===== src/cdll_pkg.sv =====
// ----------------------------------------------------------------------------
// cdll_pkg
// Shared types for the circular doubly linked list unit: command and status
// codes, and the control group that drives the node store.
// ----------------------------------------------------------------------------
package cdll_pkg;

  typedef enum logic [1:0] {
    CMD_FRONT   = 2'd0,
    CMD_MIDDLE  = 2'd1,
    CMD_END     = 2'd2,
    CMD_DISPLAY = 2'd3
  } cmd_t;

  typedef enum logic [1:0] {
    ST_OK    = 2'd0,
    ST_FULL  = 2'd1,
    ST_EMPTY = 2'd2
  } status_t;

  // Enables for the node store ports
  typedef struct packed {
    logic rd_en;    // read link and value at rd_addr
    logic nxt_we;   // write a forward link
    logic val_we;   // write a node value
  } store_ctl_t;

endpackage


===== src/circular_doubly_linked_list_unit.sv =====
// ----------------------------------------------------------------------------
// circular_doubly_linked_list_unit
// Fixed-capacity circular list with insert-front, insert-middle, insert-end
// and display commands, kept in a node pool of forward links and values.
// ----------------------------------------------------------------------------
// One request is worked at a time; the input stalls until its last result
// has been placed in the output register. Nodes are taken from the pool in
// insertion order. Insert-front and insert-end go through accept (with the
// head link read), two link writes and the result; an insert into an empty
// list goes from accept straight to the result. Insert-middle adds a walk
// from the head, in which every hop along the list, and the final read of
// the link to splice after, is one read of the link memory. Display reads
// the tail's link at accept and then the head, then gives one result per
// cycle while the output is not stalled, as the link memory read feeds the
// next read address. Refused and empty requests go from accept to the
// result. An output stall holds the sequencer in its result states.
// ----------------------------------------------------------------------------
module circular_doubly_linked_list_unit
  import cdll_pkg::*;
#(
  parameter int CAPACITY    = 64,
  parameter int VALUE_WIDTH = 32
) (
  input  logic               clk,
  input  logic               rst_n,
  // request channel
  input  logic               in_valid,
  output logic               in_stall,
  input  logic [1:0]         in_command,
  input  logic signed [31:0] in_item_value,
  // result channel
  output logic               out_valid,
  input  logic               out_stall,
  output logic [1:0]         out_status,
  output logic signed [31:0] out_value,
  output logic [6:0]         out_element_count,
  output logic               out_last_of_run
);

  localparam int IDX_W = (CAPACITY > 1) ? $clog2(CAPACITY) : 1;
  localparam int CNT_W = $clog2(CAPACITY + 1);

  typedef enum logic [2:0] {
    S_IDLE,
    S_WALK,
    S_LINK,
    S_LINK2,
    S_EMIT,
    S_DISP_HEAD,
    S_DISP_OUT
  } state_t;

  state_t                   state_r;
  cmd_t                     cmd_r;
  status_t                  stat_r;
  logic [IDX_W-1:0]         tail_r;
  logic [IDX_W-1:0]         before_r;
  logic [CNT_W-1:0]         cnt_r;
  logic [CNT_W-1:0]         steps_r;
  logic [CNT_W-1:0]         idx_r;

  logic                     out_valid_r;
  status_t                  out_status_r;
  logic signed [31:0]       out_value_r;
  logic [6:0]               out_element_count_r;
  logic                     out_last_of_run_r;

  store_ctl_t               ctl;
  logic [IDX_W-1:0]         rd_addr;
  logic [IDX_W-1:0]         nxt_waddr;
  logic [IDX_W-1:0]         nxt_wdata;
  logic [IDX_W-1:0]         rd_next;
  logic signed [VALUE_WIDTH-1:0] rd_value;
  logic signed [VALUE_WIDTH-1:0] val_wdata;

  logic                     in_acc;
  logic                     slot_free;
  logic                     res_load;
  logic                     list_empty;
  logic                     list_full;
  logic                     disp_last;
  logic [IDX_W-1:0]         fresh;
  cmd_t                     in_cmd;

  assign in_stall   = (state_r != S_IDLE);
  assign in_acc     = in_valid && !in_stall;
  assign slot_free  = !out_valid_r || !out_stall;
  assign res_load   = slot_free && (state_r == S_EMIT || state_r == S_DISP_OUT);
  assign list_empty = (cnt_r == '0);
  assign list_full  = (cnt_r == CNT_W'(CAPACITY));
  assign disp_last  = (idx_r == CNT_W'(cnt_r - CNT_W'(1)));
  assign fresh      = cnt_r[IDX_W-1:0];
  assign in_cmd     = cmd_t'(in_command);
  assign val_wdata  = VALUE_WIDTH'(in_item_value);

  // Node pool
  cdll_node_store #(
    .DEPTH (CAPACITY),
    .IDX_W (IDX_W),
    .VW    (VALUE_WIDTH)
  ) u_store (
    .clk       (clk),
    .ctl       (ctl),
    .rd_addr   (rd_addr),
    .nxt_waddr (nxt_waddr),
    .nxt_wdata (nxt_wdata),
    .val_waddr (fresh),
    .val_wdata (val_wdata),
    .rd_next   (rd_next),
    .rd_value  (rd_value)
  );

  // Drive the store ports from the sequencer state
  always_comb begin
    ctl       = '0;
    rd_addr   = rd_next;
    nxt_waddr = fresh;
    nxt_wdata = rd_next;
    unique case (state_r)
      S_IDLE: begin
        if (in_acc) begin
          if (in_cmd == CMD_DISPLAY) begin
            if (!list_empty) begin
              ctl.rd_en = 1'b1;
              rd_addr   = tail_r;
            end
          end else if (!list_full) begin
            ctl.val_we = 1'b1;
            if (list_empty) begin
              ctl.nxt_we = 1'b1;
              nxt_wdata  = fresh;
            end else begin
              ctl.rd_en = 1'b1;
              rd_addr   = tail_r;
            end
          end
        end
      end
      S_WALK: begin
        ctl.rd_en = 1'b1;
      end
      S_LINK: begin
        ctl.nxt_we = 1'b1;
      end
      S_LINK2: begin
        ctl.nxt_we = 1'b1;
        nxt_waddr  = before_r;
        nxt_wdata  = fresh;
      end
      S_DISP_HEAD: begin
        ctl.rd_en = 1'b1;
      end
      S_DISP_OUT: begin
        ctl.rd_en = slot_free && !disp_last;
      end
      S_EMIT: begin
      end
      default: begin
      end
    endcase
  end

  // Sequencer and output register
  always_ff @(posedge clk) begin
    if (!rst_n) begin
      state_r     <= S_IDLE;
      out_valid_r <= 1'b0;
      cnt_r       <= '0;
      tail_r      <= '0;
    end else begin
      // drop a result once it is taken, unless a new one is loaded
      if (out_valid_r && !out_stall && !res_load) begin
        out_valid_r <= 1'b0;
      end
      unique case (state_r)
        S_IDLE: begin
          if (in_acc) begin
            cmd_r <= in_cmd;
            if (in_cmd == CMD_DISPLAY) begin
              if (list_empty) begin
                stat_r  <= ST_EMPTY;
                state_r <= S_EMIT;
              end else begin
                idx_r   <= '0;
                state_r <= S_DISP_HEAD;
              end
            end else if (list_full) begin
              stat_r  <= ST_FULL;
              state_r <= S_EMIT;
            end else if (list_empty) begin
              tail_r  <= fresh;
              cnt_r   <= cnt_r + CNT_W'(1);
              stat_r  <= ST_OK;
              state_r <= S_EMIT;
            end else if (in_cmd == CMD_MIDDLE && cnt_r != CNT_W'(1)) begin
              steps_r <= (cnt_r - CNT_W'(1)) >> 1;
              state_r <= S_WALK;
            end else begin
              before_r <= tail_r;
              state_r  <= S_LINK;
            end
          end
        end
        // advance one node per cycle from the head
        S_WALK: begin
          if (steps_r == '0) begin
            before_r <= rd_next;
            state_r  <= S_LINK;
          end else begin
            steps_r <= steps_r - CNT_W'(1);
          end
        end
        S_LINK: begin
          state_r <= S_LINK2;
        end
        S_LINK2: begin
          if (cmd_r == CMD_END) begin
            tail_r <= fresh;
          end
          cnt_r   <= cnt_r + CNT_W'(1);
          stat_r  <= ST_OK;
          state_r <= S_EMIT;
        end
        S_EMIT: begin
          if (slot_free) begin
            out_valid_r         <= 1'b1;
            out_status_r        <= stat_r;
            out_value_r         <= '0;
            out_element_count_r <= 7'(cnt_r);
            out_last_of_run_r   <= 1'b1;
            state_r             <= S_IDLE;
          end
        end
        S_DISP_HEAD: begin
          state_r <= S_DISP_OUT;
        end
        // emit one element per free output slot
        S_DISP_OUT: begin
          if (slot_free) begin
            out_valid_r         <= 1'b1;
            out_status_r        <= ST_OK;
            out_value_r         <= 32'(rd_value);
            out_element_count_r <= 7'(cnt_r);
            out_last_of_run_r   <= disp_last;
            idx_r               <= idx_r + CNT_W'(1);
            if (disp_last) begin
              state_r <= S_IDLE;
            end
          end
        end
        default: begin
          state_r <= S_IDLE;
        end
      endcase
    end
  end

  assign out_valid         = out_valid_r;
  assign out_status        = out_status_r;
  assign out_value         = out_value_r;
  assign out_element_count = out_element_count_r;
  assign out_last_of_run   = out_last_of_run_r;

  // Pool occupancy never exceeds its capacity
  a_cnt_bound: assert property (@(posedge clk) disable iff (!rst_n)
    cnt_r <= CNT_W'(CAPACITY))
    else $error("node count beyond capacity");

  // Occupancy only ever grows by one node
  a_cnt_step: assert property (@(posedge clk) disable iff (!rst_n)
    $past(rst_n) |-> (cnt_r == $past(cnt_r) || cnt_r == $past(cnt_r) + CNT_W'(1)))
    else $error("node count changed by more than one");

  // Display walk stays within the list
  a_disp_range: assert property (@(posedge clk) disable iff (!rst_n)
    state_r == S_DISP_OUT |-> idx_r < cnt_r)
    else $error("display walked past the tail");

endmodule


===== src/cdll_node_store.sv =====
// ----------------------------------------------------------------------------
// cdll_node_store
// Node pool: forward links and node values in two synchronous memories with
// one write port each, a shared read address and registered read outputs.
// ----------------------------------------------------------------------------
module cdll_node_store
  import cdll_pkg::*;
#(
  parameter int DEPTH = 64,
  parameter int IDX_W = 6,
  parameter int VW    = 32
) (
  input  logic                 clk,
  input  store_ctl_t           ctl,
  input  logic [IDX_W-1:0]     rd_addr,
  input  logic [IDX_W-1:0]     nxt_waddr,
  input  logic [IDX_W-1:0]     nxt_wdata,
  input  logic [IDX_W-1:0]     val_waddr,
  input  logic signed [VW-1:0] val_wdata,
  output logic [IDX_W-1:0]     rd_next,
  output logic signed [VW-1:0] rd_value
);

  logic [IDX_W-1:0]     next_mem [DEPTH];
  logic signed [VW-1:0] val_mem  [DEPTH];

  // Forward links: the controller never reads and writes this memory in
  // the same cycle, so no bypass is needed
  always_ff @(posedge clk) begin
    if (ctl.nxt_we) begin
      next_mem[nxt_waddr] <= nxt_wdata;
    end
    if (ctl.rd_en) begin
      rd_next <= next_mem[rd_addr];
    end
  end

  // Node values: the slot being written is never the one being read
  always_ff @(posedge clk) begin
    if (ctl.val_we) begin
      val_mem[val_waddr] <= val_wdata;
    end
    if (ctl.rd_en) begin
      rd_value <= val_mem[rd_addr];
    end
  end

endmodule


===== config.mk =====
export PLATFORM = sky130hd
export DESIGN_NAME = circular_doubly_linked_list_unit
export DESIGN_NICKNAME = d
export VERILOG_FILES = /design/src/cdll_pkg.sv /design/src/circular_doubly_linked_list_unit.sv /design/src/cdll_node_store.sv
export SDC_FILE = /design/constraint.sdc
export NUM_CORES = 2
export LEC_CHECK = 0
export BUFFER_PORTS_ARGS = -buffer_cell sky130_fd_sc_hd__buf_2
export CELL_PAD_IN_SITES_DETAIL_PLACEMENT = 1
export CELL_PAD_IN_SITES_GLOBAL_PLACEMENT = 1
export CORE_ASPECT_RATIO = 0.6
export CORE_MARGIN = 1
export CORE_UTILIZATION = 55
export CTS_BUF_LIST = sky130_fd_sc_hd__clkbuf_8
export CTS_CLUSTER_DIAMETER = 30
export DETAILED_ROUTE_END_ITERATION = 10
export GPL_TIMING_DRIVEN = 0
export PLACE_DENSITY_LB_ADDON = 0.1
export SETUP_SLACK_MARGIN = 0.2
export SLEW_MARGIN = 20
export SYNTH_ARGS = -nofsm -noshare
export SYNTH_HDL_FRONTEND = slang
export SYNTH_HIERARCHICAL = 1
export SYNTH_SLANG_ARGS = --single-unit

===== constraint.sdc =====
create_clock -name clk -period 10.56 [get_ports clk]
set_input_delay 2.112 -clock clk [delete_from_list [all_inputs] [get_ports clk]]
set_output_delay 2.112 -clock clk [all_outputs]
set_load 0.005 [all_outputs]

==> flow_metrics.tcl <==
set metrics [dict create \
    wl_per_cell_um 42.6 \
    synth.yosys.seq_area_share 0.780 \
    end_kind "flip-flop" \
    synth_common_cells "2536 x edfxtp_1, 574 x mux4_2, 179 x nor2_1" \
    final_util 0.643 \
    floorplan.initialDensity 0.556 \
    cts_tree "done" \
    syn-num-nets 4509 \
    dominantRegCellSynth "edfxtp_1" \
    finClkSkew_ns 0.0726 \
    gp_congestion 0.890 \
    clock_path_buffers 4 \
    ant_nets 0 \
    nets 5159 \
    async_reset_ff_frac 0 \
    synth_cells 4465 \
    final.min_clock_period_ns 6.69 \
    core_um2 176000 \
    yosys-top-cells-area "edfxtp_1 78%, mux4_2 13%, mux2_2 0.98%" \
    holdBufCountCts 0 \
    hold_viol 0 \
    r2r_start "cnt_r[0]$_SDFFE_PN0P_" \
    syn_to_final_growth_pct 15.6 \
    cp_slowest_cell "nand2_1" \
    crit_path_cell_trace "buf_2, or4b_1, a21oi_2, mux2_2, buf_2, buf_2, buf_2, buf_2, nand2_1, o221ai_1, nor2_1, o22a_1" \
    clock_latency_ns 1.01 \
    path_class "in2reg" \
    critPathMaxFanout 10 \
    drt_wl_total_mm 331 \
    routed_via_density 7.07 \
    grt-ovfl-total 0 \
    p_leak_nw 36.1 \
    status "complete, no violations" \
    stdcell_area_um2 113000 \
    arrival_ns 7.42 \
    antenna_found_initial 19 \
    port_buffers 81 \
    post_cts_buffers 0 \
    cap_viol_max_count 0 \
    relSlewSlack 0.118 \
    groute.usage.overall 0.370 \
    ys_types 64 \
    ys_ff_latch 2553 \
    critPathLaunchType "primary input" \
    yosys_warnings 6 \
    netlist_area_um2 98100 \
    yosysTopAreaCell "edfxtp_1" \
    grt_max_degree 65 \
    synthMostInstantiatedCell "edfxtp_1" \
    cp_common_cell "buf_2" \
    rows 119 \
    peakVddDrop_uv 176 \
    p_per_area_nw_per_um2 286 \
    cts_root_buffer "clkbuf_8" \
    dieWidth_um 547 \
    rsz0062_at_grt "false" \
    grt_pass1_wl_mm 447 \
    hold_class "reg2reg" \
    h-tree-depth 5 \
    synth_area_per_cell_um2 22.0 \
    whs_ns 0.439 \
    setup_viol 0 \
    io-pin-count 82 \
    startpoint "in_valid" \
    cp_slowest_stage_delay_ns 0.98 \
    postPlaceCellArea_um2 105000 \
    synth_top_area_share 0.777 \
    cp.required_ns 11.28 \
    finalCritPeriodShare 0.634 \
    r2r_setup_slack_ns 4.08 \
    synth_edf_count 2536 \
    clkTransAtPathRegs_ns 0.07 \
    drive_above_1_share 0.320 \
    hold_start "cnt_r[6]$_SDFFE_PN0P_" \
    drt_first_iter_violations 9865 \
    max_freq_mhz 149 \
    drc_errors 0 \
    cts.repair.resized 0 \
    slew_violations 0 \
    grt_pass1_vias 53800 \
    die_h_um 329 \
    drtPass1Iterations 5 \
    cts_buffers 396 \
    tightest_slew_ns 1.32 \
    hpwl_mm 225 \
    num_vias 55000 \
    dieArea_um2 180000 \
    cts.sinks 2553 \
]
## through the flow
step | cells | setup TNS [ns] | setup slack, ns | total power (W)
after floorplan | 4465 | 0 | 4.29 | 0.0182
after global placement | 6905 | -91.94 | -1.10 | 0.0231
after detailed placement | 7075 | 0 | 3.09 | 0.0237
after CTS | 7778 | 0 | 4.11 | 0.0320
after global routing | 7780 | 0 | 3.95 | 0.0329
final | 7785 | 0 | 3.87 | 0.0324
## final cells by class
cell class                 instances  area (um2)
sequential                      2553       76500
fill                           14300       63000
multi-input combinational       1644       20800
clock buffer                     400        5510
timing repair buffer             252        3770
tap                             2359        2950
clock inverter                   303        2290
buffer                           256        1430
inverter                          12        45.0
antenna                            6        15.0
## sequential cells by signal, summed over array words and instances (netlist names), 7 cells and up
register,flops
u_store/next_mem,384
out_value,32
steps_r,7
cnt_r,7
u_store/val_mem,2048
u_store/rd_value,32
idx_r,7
out_element_count,7
## cells by family (layout without fill, tap and decap cells)
group,count (synthesis),in the layout,share of synthesized area
flip-flops,2553,2553,0.780
multiplexers,747,747,0.151
AND/OR/NAND/NOR,448,448,0.0228
AO/OA/AOI/OAI,417,417,0.0285
buffers and inverters,268,1223,0.0146
XOR/XNOR,26,26,0.00265
adder cells (fa/ha/maj),6,6,0.000766
other,0,6,0
## cells in the final DEF, fill, tap and decap left out, types with 55 or more instances in the layout
cell / netlist / final
edfxtp_1: 2536 / 2536
mux4_2: 574 / 574
clkbuf_8: 3 / 403
o22ai_1: 152 / 152
buf_2: 58 / 120
nor2_1: 179 / 119
buf_4: 53 / 109
inv_1: 11 / 99
mux2i_1: 88 / 88
mux2_2: 85 / 83
clkbuf_1: 112 / 78
a21oi_1: 75 / 75
buf_12: 0 / 75
clkinv_1: 0 / 72
clkinv_2: 0 / 64
nor2_4: 0 / 60
nand2_1: 55 / 55
## metal layers
| metal | vias up | wire length [um] | GRT usage |
|---|---|---|---|
| met5 | - | 74 | 0 |
| met4 | 12 | 10800 | 0.117 |
| met3 | 570 | 54800 | 0.145 |
| met2 | 4726 | 136000 | 0.497 |
| met1 | 29400 | 130000 | 0.557 |
| li1 | 20300 | - | - |
## where the power goes
part	leakage, nW	internal [W]	switching (W)	total, W
Sequential	23.0	0.0118	0.0000904	0.0119
Clock	4.27	0.00435	0.00405	0.00840
Combinational	8.88	0.00413	0.00800	0.0121
## worst max-delay path: cells and delay by family
kind                   cells  cell delay (ns)
and+or+nand+nor            3             1.74
buffers and inverters      5             2.03
AOI/OAI and AO/OA          3             1.22
muxes                      1             0.25
## final timing paths
| kind | end | depth (start not counted) |
|---|---|---|
| worst max register to register | u_store/rd_value[11]$_DFFE_PP_ | 14 |
| worst max-delay path | u_store/rd_value[11]$_DFFE_PP_ | 12 |
| worst min-delay path | out_element_count[6]$_DFFE_PP_ | 0 |
| worst min register to register | out_element_count[6]$_DFFE_PP_ | 0 |
Power figures use the tool's default switching activity.
